===== src/hw/rtl/rrwlt_pkg.sv =====
package rrwlt_pkg;

	localparam int ROW_COUNT_DEF    = 1024;
	localparam int WAITER_SLOTS_DEF = 32;
	localparam int MAX_READERS_DEF  = 127;
	localparam int TAG_BITS_DEF     = 16;

	localparam int WAKE_LIMIT = 32;
	localparam int SLOT_W     = 6;
	localparam logic [SLOT_W-1:0] EMPTY_SLOT = 6'd63;

	localparam logic [1:0] MODE_ANY  = 2'd0;
	localparam logic [1:0] MODE_READ = 2'd1;
	localparam logic [1:0] MODE_STOP = 2'd2;

	typedef enum logic [1:0] {
		OP_RD_LOCK   = 2'd0,
		OP_WR_LOCK   = 2'd1,
		OP_RD_UNLOCK = 2'd2,
		OP_WR_UNLOCK = 2'd3
	} op_t;

	typedef enum logic [2:0] {
		K_RD_GRANT  = 3'd0,
		K_WR_GRANT  = 3'd1,
		K_RD_WOKEN  = 3'd2,
		K_WR_WOKEN  = 3'd3,
		K_UNLOCKED  = 3'd4,
		K_MISUSE    = 3'd5,
		K_POOL_FULL = 3'd6,
		K_OVERFLOW  = 3'd7
	} kind_t;

	typedef enum logic [1:0] {
		RT_FIN  = 2'd0,
		RT_WROW = 2'd1,
		RT_WAKE = 2'd2
	} route_t;

	typedef struct packed {
		logic clr;
		logic accept;
		logic look;
		logic eval;
		logic wake_rd;
		logic wake_ev;
		logic wr_row;
		logic fin;
	} cmd_t;

	typedef struct packed {
		logic   clr_done;
		route_t ev_route;
		route_t wk_route;
		logic   head_ok;
		logic   can_push;
		logic   pend_v;
	} sts_t;

endpackage


===== src/hw/rtl/rrwlt_ctrl.sv =====
module rrwlt_ctrl
	import rrwlt_pkg::*;
(
	input  logic clk,
	input  logic arst_n,
	input  logic in_valid,
	output logic in_ready,
	input  sts_t sts,
	output cmd_t cmd
);

	typedef enum logic [7:0] {
		S_CLEAR = 8'b0000_0001,
		S_IDLE  = 8'b0000_0010,
		S_LOOK  = 8'b0000_0100,
		S_EVAL  = 8'b0000_1000,
		S_WAKE  = 8'b0001_0000,
		S_WEV   = 8'b0010_0000,
		S_WROW  = 8'b0100_0000,
		S_FIN   = 8'b1000_0000
	} state_t;

	state_t state_q, state_d;
	logic   out_ok;

	assign in_ready = (state_q == S_IDLE);
	assign out_ok   = sts.can_push || !sts.pend_v;

	always_comb begin
		state_d = state_q;
		cmd     = '0;
		case (state_q)
			S_CLEAR: begin
				cmd.clr = 1'b1;
				if (sts.clr_done) begin
					state_d = S_IDLE;
				end
			end
			S_IDLE: begin
				if (in_valid) begin
					cmd.accept = 1'b1;
					state_d    = S_LOOK;
				end
			end
			S_LOOK: begin
				cmd.look = 1'b1;
				state_d  = S_EVAL;
			end
			S_EVAL: begin
				cmd.eval = 1'b1;
				case (sts.ev_route)
					RT_WROW: state_d = S_WROW;
					RT_WAKE: state_d = S_WAKE;
					default: state_d = S_FIN;
				endcase
			end
			S_WAKE: begin
				if (sts.head_ok) begin
					cmd.wake_rd = 1'b1;
					state_d     = S_WEV;
				end else begin
					state_d = S_WROW;
				end
			end
			S_WEV: begin
				if (sts.can_push) begin
					cmd.wake_ev = 1'b1;
					state_d     = (sts.wk_route == RT_WAKE) ? S_WAKE : S_WROW;
				end
			end
			S_WROW: begin
				if (out_ok) begin
					cmd.wr_row = 1'b1;
					state_d    = S_IDLE;
				end
			end
			S_FIN: begin
				if (out_ok) begin
					cmd.fin = 1'b1;
					state_d = S_IDLE;
				end
			end
			default: state_d = S_CLEAR;
		endcase
	end

	always_ff @(posedge clk or negedge arst_n) begin
		if (!arst_n) begin
			state_q <= S_CLEAR;
		end else begin
			state_q <= state_d;
		end
	end

endmodule


===== config.mk =====
export PLATFORM = sky130hd
export DESIGN_NAME = rrwlt_ctrl
export DESIGN_NICKNAME = d
export VERILOG_FILES = /design/src/hw/rtl/rrwlt_pkg.sv /design/src/hw/rtl/rrwlt_ctrl.sv
export SDC_FILE = /design/constraint.sdc
export NUM_CORES = 1
export LEC_CHECK = 0
export BUFFER_PORTS_ARGS = -buffer_cell sky130_fd_sc_hd__buf_2
export CAP_MARGIN = 30
export CORE_AREA = 2 2 39 41
export DETAILED_ROUTE_END_ITERATION = 10
export DIE_AREA = 0 0 41 43
export PLACE_DENSITY = 0.74
export SLEW_MARGIN = 20
export SYNTH_ARGS = -nofsm -noshare
export SYNTH_HDL_FRONTEND = slang
export SYNTH_SLANG_ARGS = --single-unit

===== constraint.sdc =====
create_clock -name clk -period 4.6 [get_ports clk]
set_input_delay 0.46 -clock clk [delete_from_list [all_inputs] [get_ports clk]]
set_output_delay 0.46 -clock clk [all_outputs]
set_load 0.01 [all_outputs]

# [After elaboration in Yosys (flattened, before gate mapping)]
# Cells that the tools add are included.
[op_classes] n_reduce_logical=4 n_mux=20 eq_ne=15
[op_table] operator="$pmux W8 S7" count=1
[op_table] operator="$mux W8" count=4
[op_table] operator="$pmux W8 S2" count=1
[op_table] operator="$mux W7" count=2
[op_table] operator="$mux W1" count=12
[op_table] operator="$eq A8 B1 Y1 const B" count=1
[op_table] operator="$eq A8 B2 Y1 const B" count=1
[op_table] operator="$eq A8 B3 Y1 const B" count=1
[op_table] operator="$eq A8 B4 Y1 const B" count=1
[op_table] operator="$eq A8 B5 Y1 const B" count=1
[op_table] operator="$eq A8 B6 Y1 const B" count=1
[op_table] operator="$eq A8 B7 Y1 const B" count=1
[op_table] operator="$eq A8 B8 Y1 const B" count=1
[op_table] operator="$ne A2 B2 Y1 const B" count=3
[op_table] operator="$eq A2 B2 Y1 const B" count=2
[op_table] operator="$reduce_and A4 Y1" count=1
[op_table] operator="$eq A2 B1 Y1 const B" count=1
[op_table] operator="$ne A2 B1 Y1 const B" count=1
[op_table] operator="$reduce_or A2 Y1" count=1
[op_table] operator="$logic_not A1 Y1" count=1
[op_table] operator="$logic_or A1 B1 Y1" count=1
[totals] register_bits=8 word_cells=40

# [Longest topological paths before layout]
# Gate-level depths: netlist of the first run.
[depth] word_depth=4 ltp_mapped=7 ltp_nobuf=6

# [Worst setup path after synthesis of the first run]
# Ideal clock, no wire load.
[synth_timing] path_type="flip-flop to output port" from="reg state_q[1]" to="out cmd[0] (netlist name)" n_path_buf=0 t_required_ps=4140 path_slack_ps=2558 stages_incl_launch_ff=5 arrival_time_ps=1582 cell_sequence="dfrtp_1 -> or4_4 -> nor3_1 -> nand2b_1 -> nor3b_1"
[synth_rtl] element="start: declaration" line="rrwlt_ctrl.sv:23" text="state_t state_q, state_d;"
[synth_rtl] element="start signal: assignment" line="rrwlt_ctrl.sv:91" text="state_q <= state_d;"
[synth_rtl] element="end: declaration" line="rrwlt_ctrl.sv:9" text="output cmd_t cmd"

==> results of run 1 <==
-- critical path, stage by stage (launching register included) --
cell and delay, ns:
dfrtp_1 0.43, or4_4 0.59, nor3_1 0.22, nand2b_1 0.12, nor3b_1 0.25, buf_2 0.17
-- Yosys cell counts (2+ instances only) --
cell and instances:
nor2b_1 3, and3_1 2, nor3b_1 2, nor4_4 2
inv_1 5, clkbuf_1 2, nor4_1 2, nand4b_1 3
nor4b_1 2, and2_1 3, nand2_1 3, nor2_1 4
ha_1 2, nand2b_1 6, dfrtp_1 7
-- logic make-up after synthesis --
logic type,Yosys count,synth area share
buffers and inverters,7,0.0430
XOR/XNOR,1,0.0143
flip-flops,8,0.329
AND/OR/NAND/NOR,39,0.462
adder cells (fa/ha/maj),2,0.0409
AO/OA/AOI/OAI,9,0.110
-- path summary, 6_finish.rpt --
kind / startpoint / to / slack, ns / cells after the start
worst max-delay path: state_q[1]$_DFFE_PN0P_ / cmd[0] / 2.10 / 5
worst max register to register: state_q[1]$_DFFE_PN0P_ / state_q[0]$_DFFE_PN1P_ / 2.61 / 5
worst min-delay path: arst_n / state_q[5]$_DFFE_PN0P_ / 0.04 / 1
worst min register to register: state_q[0]$_DFFE_PN1P_ / state_q[0]$_DFFE_PN1P_ / 0.52 / 2
min in group clk: sts[3] / state_q[4]$_DFFE_PN0P_ / 0.48 / 4
max in group asynchronous: arst_n / state_q[0]$_DFFE_PN1P_ / 4.33 / 1
-- through the flow --
stage	instance area, sq um	total power, W
after floorplan	612	0.000224
after global placement	719	0.000264
after detailed placement	719	0.000269
after CTS	746	0.000328
after global routing	746	0.000354
final	746	0.000326
-- layout by cell type (no fill, tap or decap), drive strengths merged, types with 2 or more instances in the layout --
master / count
nor2: 4
nand2b: 6
nor2b: 3
buf: 19
and3: 2
dfrtp: 7
a21oi: 2
nand4b: 3
nor4: 5
nand2: 3
ha: 2
clkbuf: 4
o21ai: 2
nor3b: 2
nor4b: 2
and2: 3
inv: 5
-- power breakdown --
group / switching [W] / internal (W) / leakage (nW)
logic: 0.0000879 / 0.0000685 / 0.240
registers: 0.0000223 / 0.0000881 / 0.106
clock network: 0.0000257 / 0.0000333 / 0.0150
total: 0.000136 / 0.000190 / 0.361
-- final cells by class --
class / count / area [sq um]
Clock buffer: 4 / 26.3
Fill cell: 137 / 638
Inverter: 5 / 18.8
Multi-Input combinational cell: 51 / 384
Sequential cell: 8 / 201
Tap cell: 16 / 20.0
Timing Repair Buffer: 19 / 95.1
-- metal layers --
metal  routed length (um)  track usage  vias up  share of wire
met1                  601        0.233      251           0.45
met2                  606        0.281       24           0.45
met5                    0            0        -              0
met3                   91       0.0314        4          0.068
li1                     -            -      286              -
met4                   39        0.140        0          0.029
==> reports/qor.csv, run 1 <==
metric,value,unit
status,"finished, final reports clean",
DRC viols,0,
Fin Hold WS,0.0357,ns
clock buffer depth,2,
Slew Limit Headroom,0.665,
clk_skew,0.000519,ns
row cnt,14,
static leakage,0.361,nW
Final Cycle Share,0.543,
max-cap violations,0,
pre-CTS setup slack,2.41,ns
final net count,101,
top cell type's share of synthesized area,0.286,
Num CTS Buffers,3,
Starting Density,0.442,
RSZ-0062 raised after global routing,no,
postcts setup bufs,0,
final worst setup slack,2.10,ns
register area share after synthesis,0.329,
min Tclk post-route,2.50,ns
#FFs+latches synth,8,
Gate Count Post-Synth,66,
ys flop type,dfrtp_1,
Largest Register,state_q,
first-pass GRT wire length,2150,um
Root Driver,clkbuf_4,
"area leader, netlist",dfrtp_1,
final core occ,0.539,
CTS tree,yes,
crit path max fanout,6,
initial drt markers,14,
num ports,20,
final setup fails,0,
H-tree levels,1,
syn nets,79,
"antenna viol nets, final",0,
synthesized area,612,sq um
Synth Warn #,0,
CTS sink count,8,
Core Box Area,0.00138,sq mm
largest net degree at the start of global routing,10,
Post-synth EDFFs,0,
max reg flops,8,
die area,0.00176,sq mm
mean post-synth cell area,9.27,sq um
WL/cell,13.0,um
Async SR Flop Fraction,1.00,
latest clock arrival within the worst-skew pair,0.26,ns
# diodes,0,
share of cells above drive strength 1,0.333,
Critical Path Source Type,flip-flop,
largest cells by area after synthesis,"dfrtp_1 29%, nor4_4 7.0%, nand2b_1 6.1%",
initial antenna violation count,0,
Area Growth Syn to Fin,21.9,%
vias in the first global route,494,
critical setup path kind,flip-flop to primary output,
GRT Util Overall,0.190,
Slew @ Worst Pin,0.495,ns
Power per Cell Area,437,mW/mm^2
chip width,41,um
vias per cell,5.49,
GPL Wtd Cong,0.702,
Max IR drop VDD,227,uV
First-pass DRT Iterations,4,
CTS Hold Bufs,0,
die height,43,um
GR Overflow Total,0,
hpwl dp,1080,um
WP data arrival,2.04,ns
largest registers,state_q (8),
hold crit path type,input port to asynchronous set/reset pin,
Synth cell types,33,
Vias,565,
PostCTS Resize Cnt,0,
"Reg clk slew, reported paths",0.06,ns
Max Slew Vio Count,0,
Cells after DPL,99,
Post-Route WL,1340,um
IO Port Bufs,19,
final hold vios,0,
f_max,401,MHz
crit end category,primary output,
TNS Setup,0,ns
fin cells,103,
"Data required, critical path",4.14,ns
Note: power is estimated with default switching activity, not from simulation.
==> inputs of run 2 (changes only) <==
Clock period 4.6 ns to 2.5 ns, I/O delays scaled along.
==> run 2 against run 1 <==
Compared with the run above: sequential share of layout area is 0.36 points lower; non-clock buffer count is 1 higher; clock-buffer cell count stayed put; worst hold slack better by 0.24 ns.
==> reports/qor.csv, run 2 (synthesized netlist as in run 1, its figures left out) <==
metric,value,unit
status,"finished, final reports clean",
max reg flops,8,
die height,43,um
largest net degree at the start of global routing,10,
min Tclk post-route,2.30,ns
"commonest non-fill, non-tap cell in the layout",buf_2,
latest clock arrival within the worst-skew pair,0.26,ns
vias per cell,5.52,
clock buffer depth,2,
Power per Cell Area,798,mW/mm^2
clk_skew,0.00313,ns
cell breakdown of the critical path,or4_4 -> nor3_1 -> nand2b_1 -> nor3b_1 -> buf_2,
GPL Wtd Cong,0.765,
chip width,41,um
Core Box Area,0.00138,sq mm
initial drt markers,8,
Starting Density,0.442,
static leakage,0.365,nW
Critical Path Source Type,flip-flop,
slowest cell delay on critical path,0.58,ns
final setup fails,0,
row cnt,14,
crit path max fanout,6,
DRC viols,0,
H-tree levels,1,
CTS Hold Bufs,1,
GR Overflow Total,0,
IO Port Bufs,19,
hold crit path type,input port to flip-flop,
Area Growth Syn to Fin,23.5,%
Final Cycle Share,0.919,
# diodes,0,
hpwl dp,1040,um
first-pass GRT wire length,2150,um
Largest Register,state_q,
First-pass DRT Iterations,4,
GRT Util Overall,0.190,
CTS tree,yes,
share of cells above drive strength 1,0.330,
RSZ-0062 raised after global routing,no,
PostCTS Resize Cnt,0,
Slew Limit Headroom,0.663,
"Non-Filler Cell Area, Final",756,sq um
num ports,20,
"Data required, critical path",2.25,ns
Slew @ Worst Pin,0.499,ns
largest registers,state_q (8),
"Reg clk slew, reported paths",0.06,ns
most frequent cells in the layout,"19 x buf_2, 7 x dfrtp_1, 6 x nand2b_1",
Num CTS Buffers,3,
Post-Route WL,1400,um
TNS Setup,0,ns
Max IR drop VDD,380,uV
final net count,102,
slowest cell on the critical path,or4_4,
postcts setup bufs,0,
initial antenna violation count,0,
max-cap violations,0,
Max Slew Vio Count,0,
die area,0.00176,sq mm
post-placement cell area,719,sq um
final hold vios,0,
Vias,574,
crit end category,primary output,
# fillers,138,
critical setup path kind,flip-flop to primary output,
WP data arrival,2.05,ns
"antenna viol nets, final",0,
vias in the first global route,511,
WL/cell,13.4,um
f_max,435,MHz
Root Driver,clkbuf_4,
CTS sink count,8,
run 2: cell count changes in the layout (fill, tap and decap cells not counted), sizes merged:
| cell | delta |
|---|---|
| dlygate4sd3 | +1 |
run 2: final cells by class:
| cell class | instances | area [sq um] | area share |
|---|---|---|---|
| multi-input cells | 51 | 384 | 0.508 |
| clock buffers | 4 | 26.3 | 0.0348 |
| inverters | 5 | 18.8 | 0.0248 |
| repair buffers | 20 | 105 | 0.139 |
| flip-flops and latches | 8 | 201 | 0.267 |
| well taps | 16 | 20.0 | 0.0265 |
run 2: worst paths after layout:
path                                        start                     end  slack [ns]  depth (start not counted)
setup / recovery           state_q[1]$_DFFE_PN0P_                  cmd[0]        0.20                          5
hold / removal                             sts[3]  state_q[4]$_DFFE_PN0P_        0.27                          4
setup reg to reg           state_q[1]$_DFFE_PN0P_  state_q[0]$_DFFE_PN1P_        0.50                          5
hold reg to reg            state_q[0]$_DFFE_PN1P_  state_q[0]$_DFFE_PN1P_        0.52                          2
max in group asynchronous                  arst_n  state_q[0]$_DFFE_PN1P_        1.87                          2
min in group asynchronous                  arst_n  state_q[6]$_DFFE_PN0P_        0.38                          2
run 2: routing by layer:
metal / vias up / GRT usage / part of all wire
met5: - / 0 / 0
met2: 17 / 0.250 / 0.44
met3: 4 / 0.0314 / 0.047
li1: 285 / - / -
met4: 0 / 0.160 / 0.033
met1: 268 / 0.258 / 0.48
run 2: worst max-delay path, delay by kind of cell, from the launching register on:
| kind | cells | cell delay (ns) |
|---|---|---|
| DFF | 1 | 0.43 |
| and+or+nand+nor | 4 | 1.18 |
| buffers and inverters | 1 | 0.17 |
run 2: through the flow:
stage                     power [W]  setup WS, ns  hold slack (ns)   util  instances
final                      0.000603         0.204            0.274  0.546        104
after global routing       0.000655        0.0656            0.303  0.546        104
after CTS                  0.000608         0.227            0.273  0.546        104
after detailed placement   0.000491         0.514            0.106  0.520         99
after global placement     0.000488         0.530            0.103  0.520         99
after floorplan            0.000412         0.595          -0.0456      -         66
run 2: power by group:
part           switching (W)  internal, W
clock network      0.0000502    0.0000615
logic               0.000162     0.000127
registers          0.0000410     0.000162
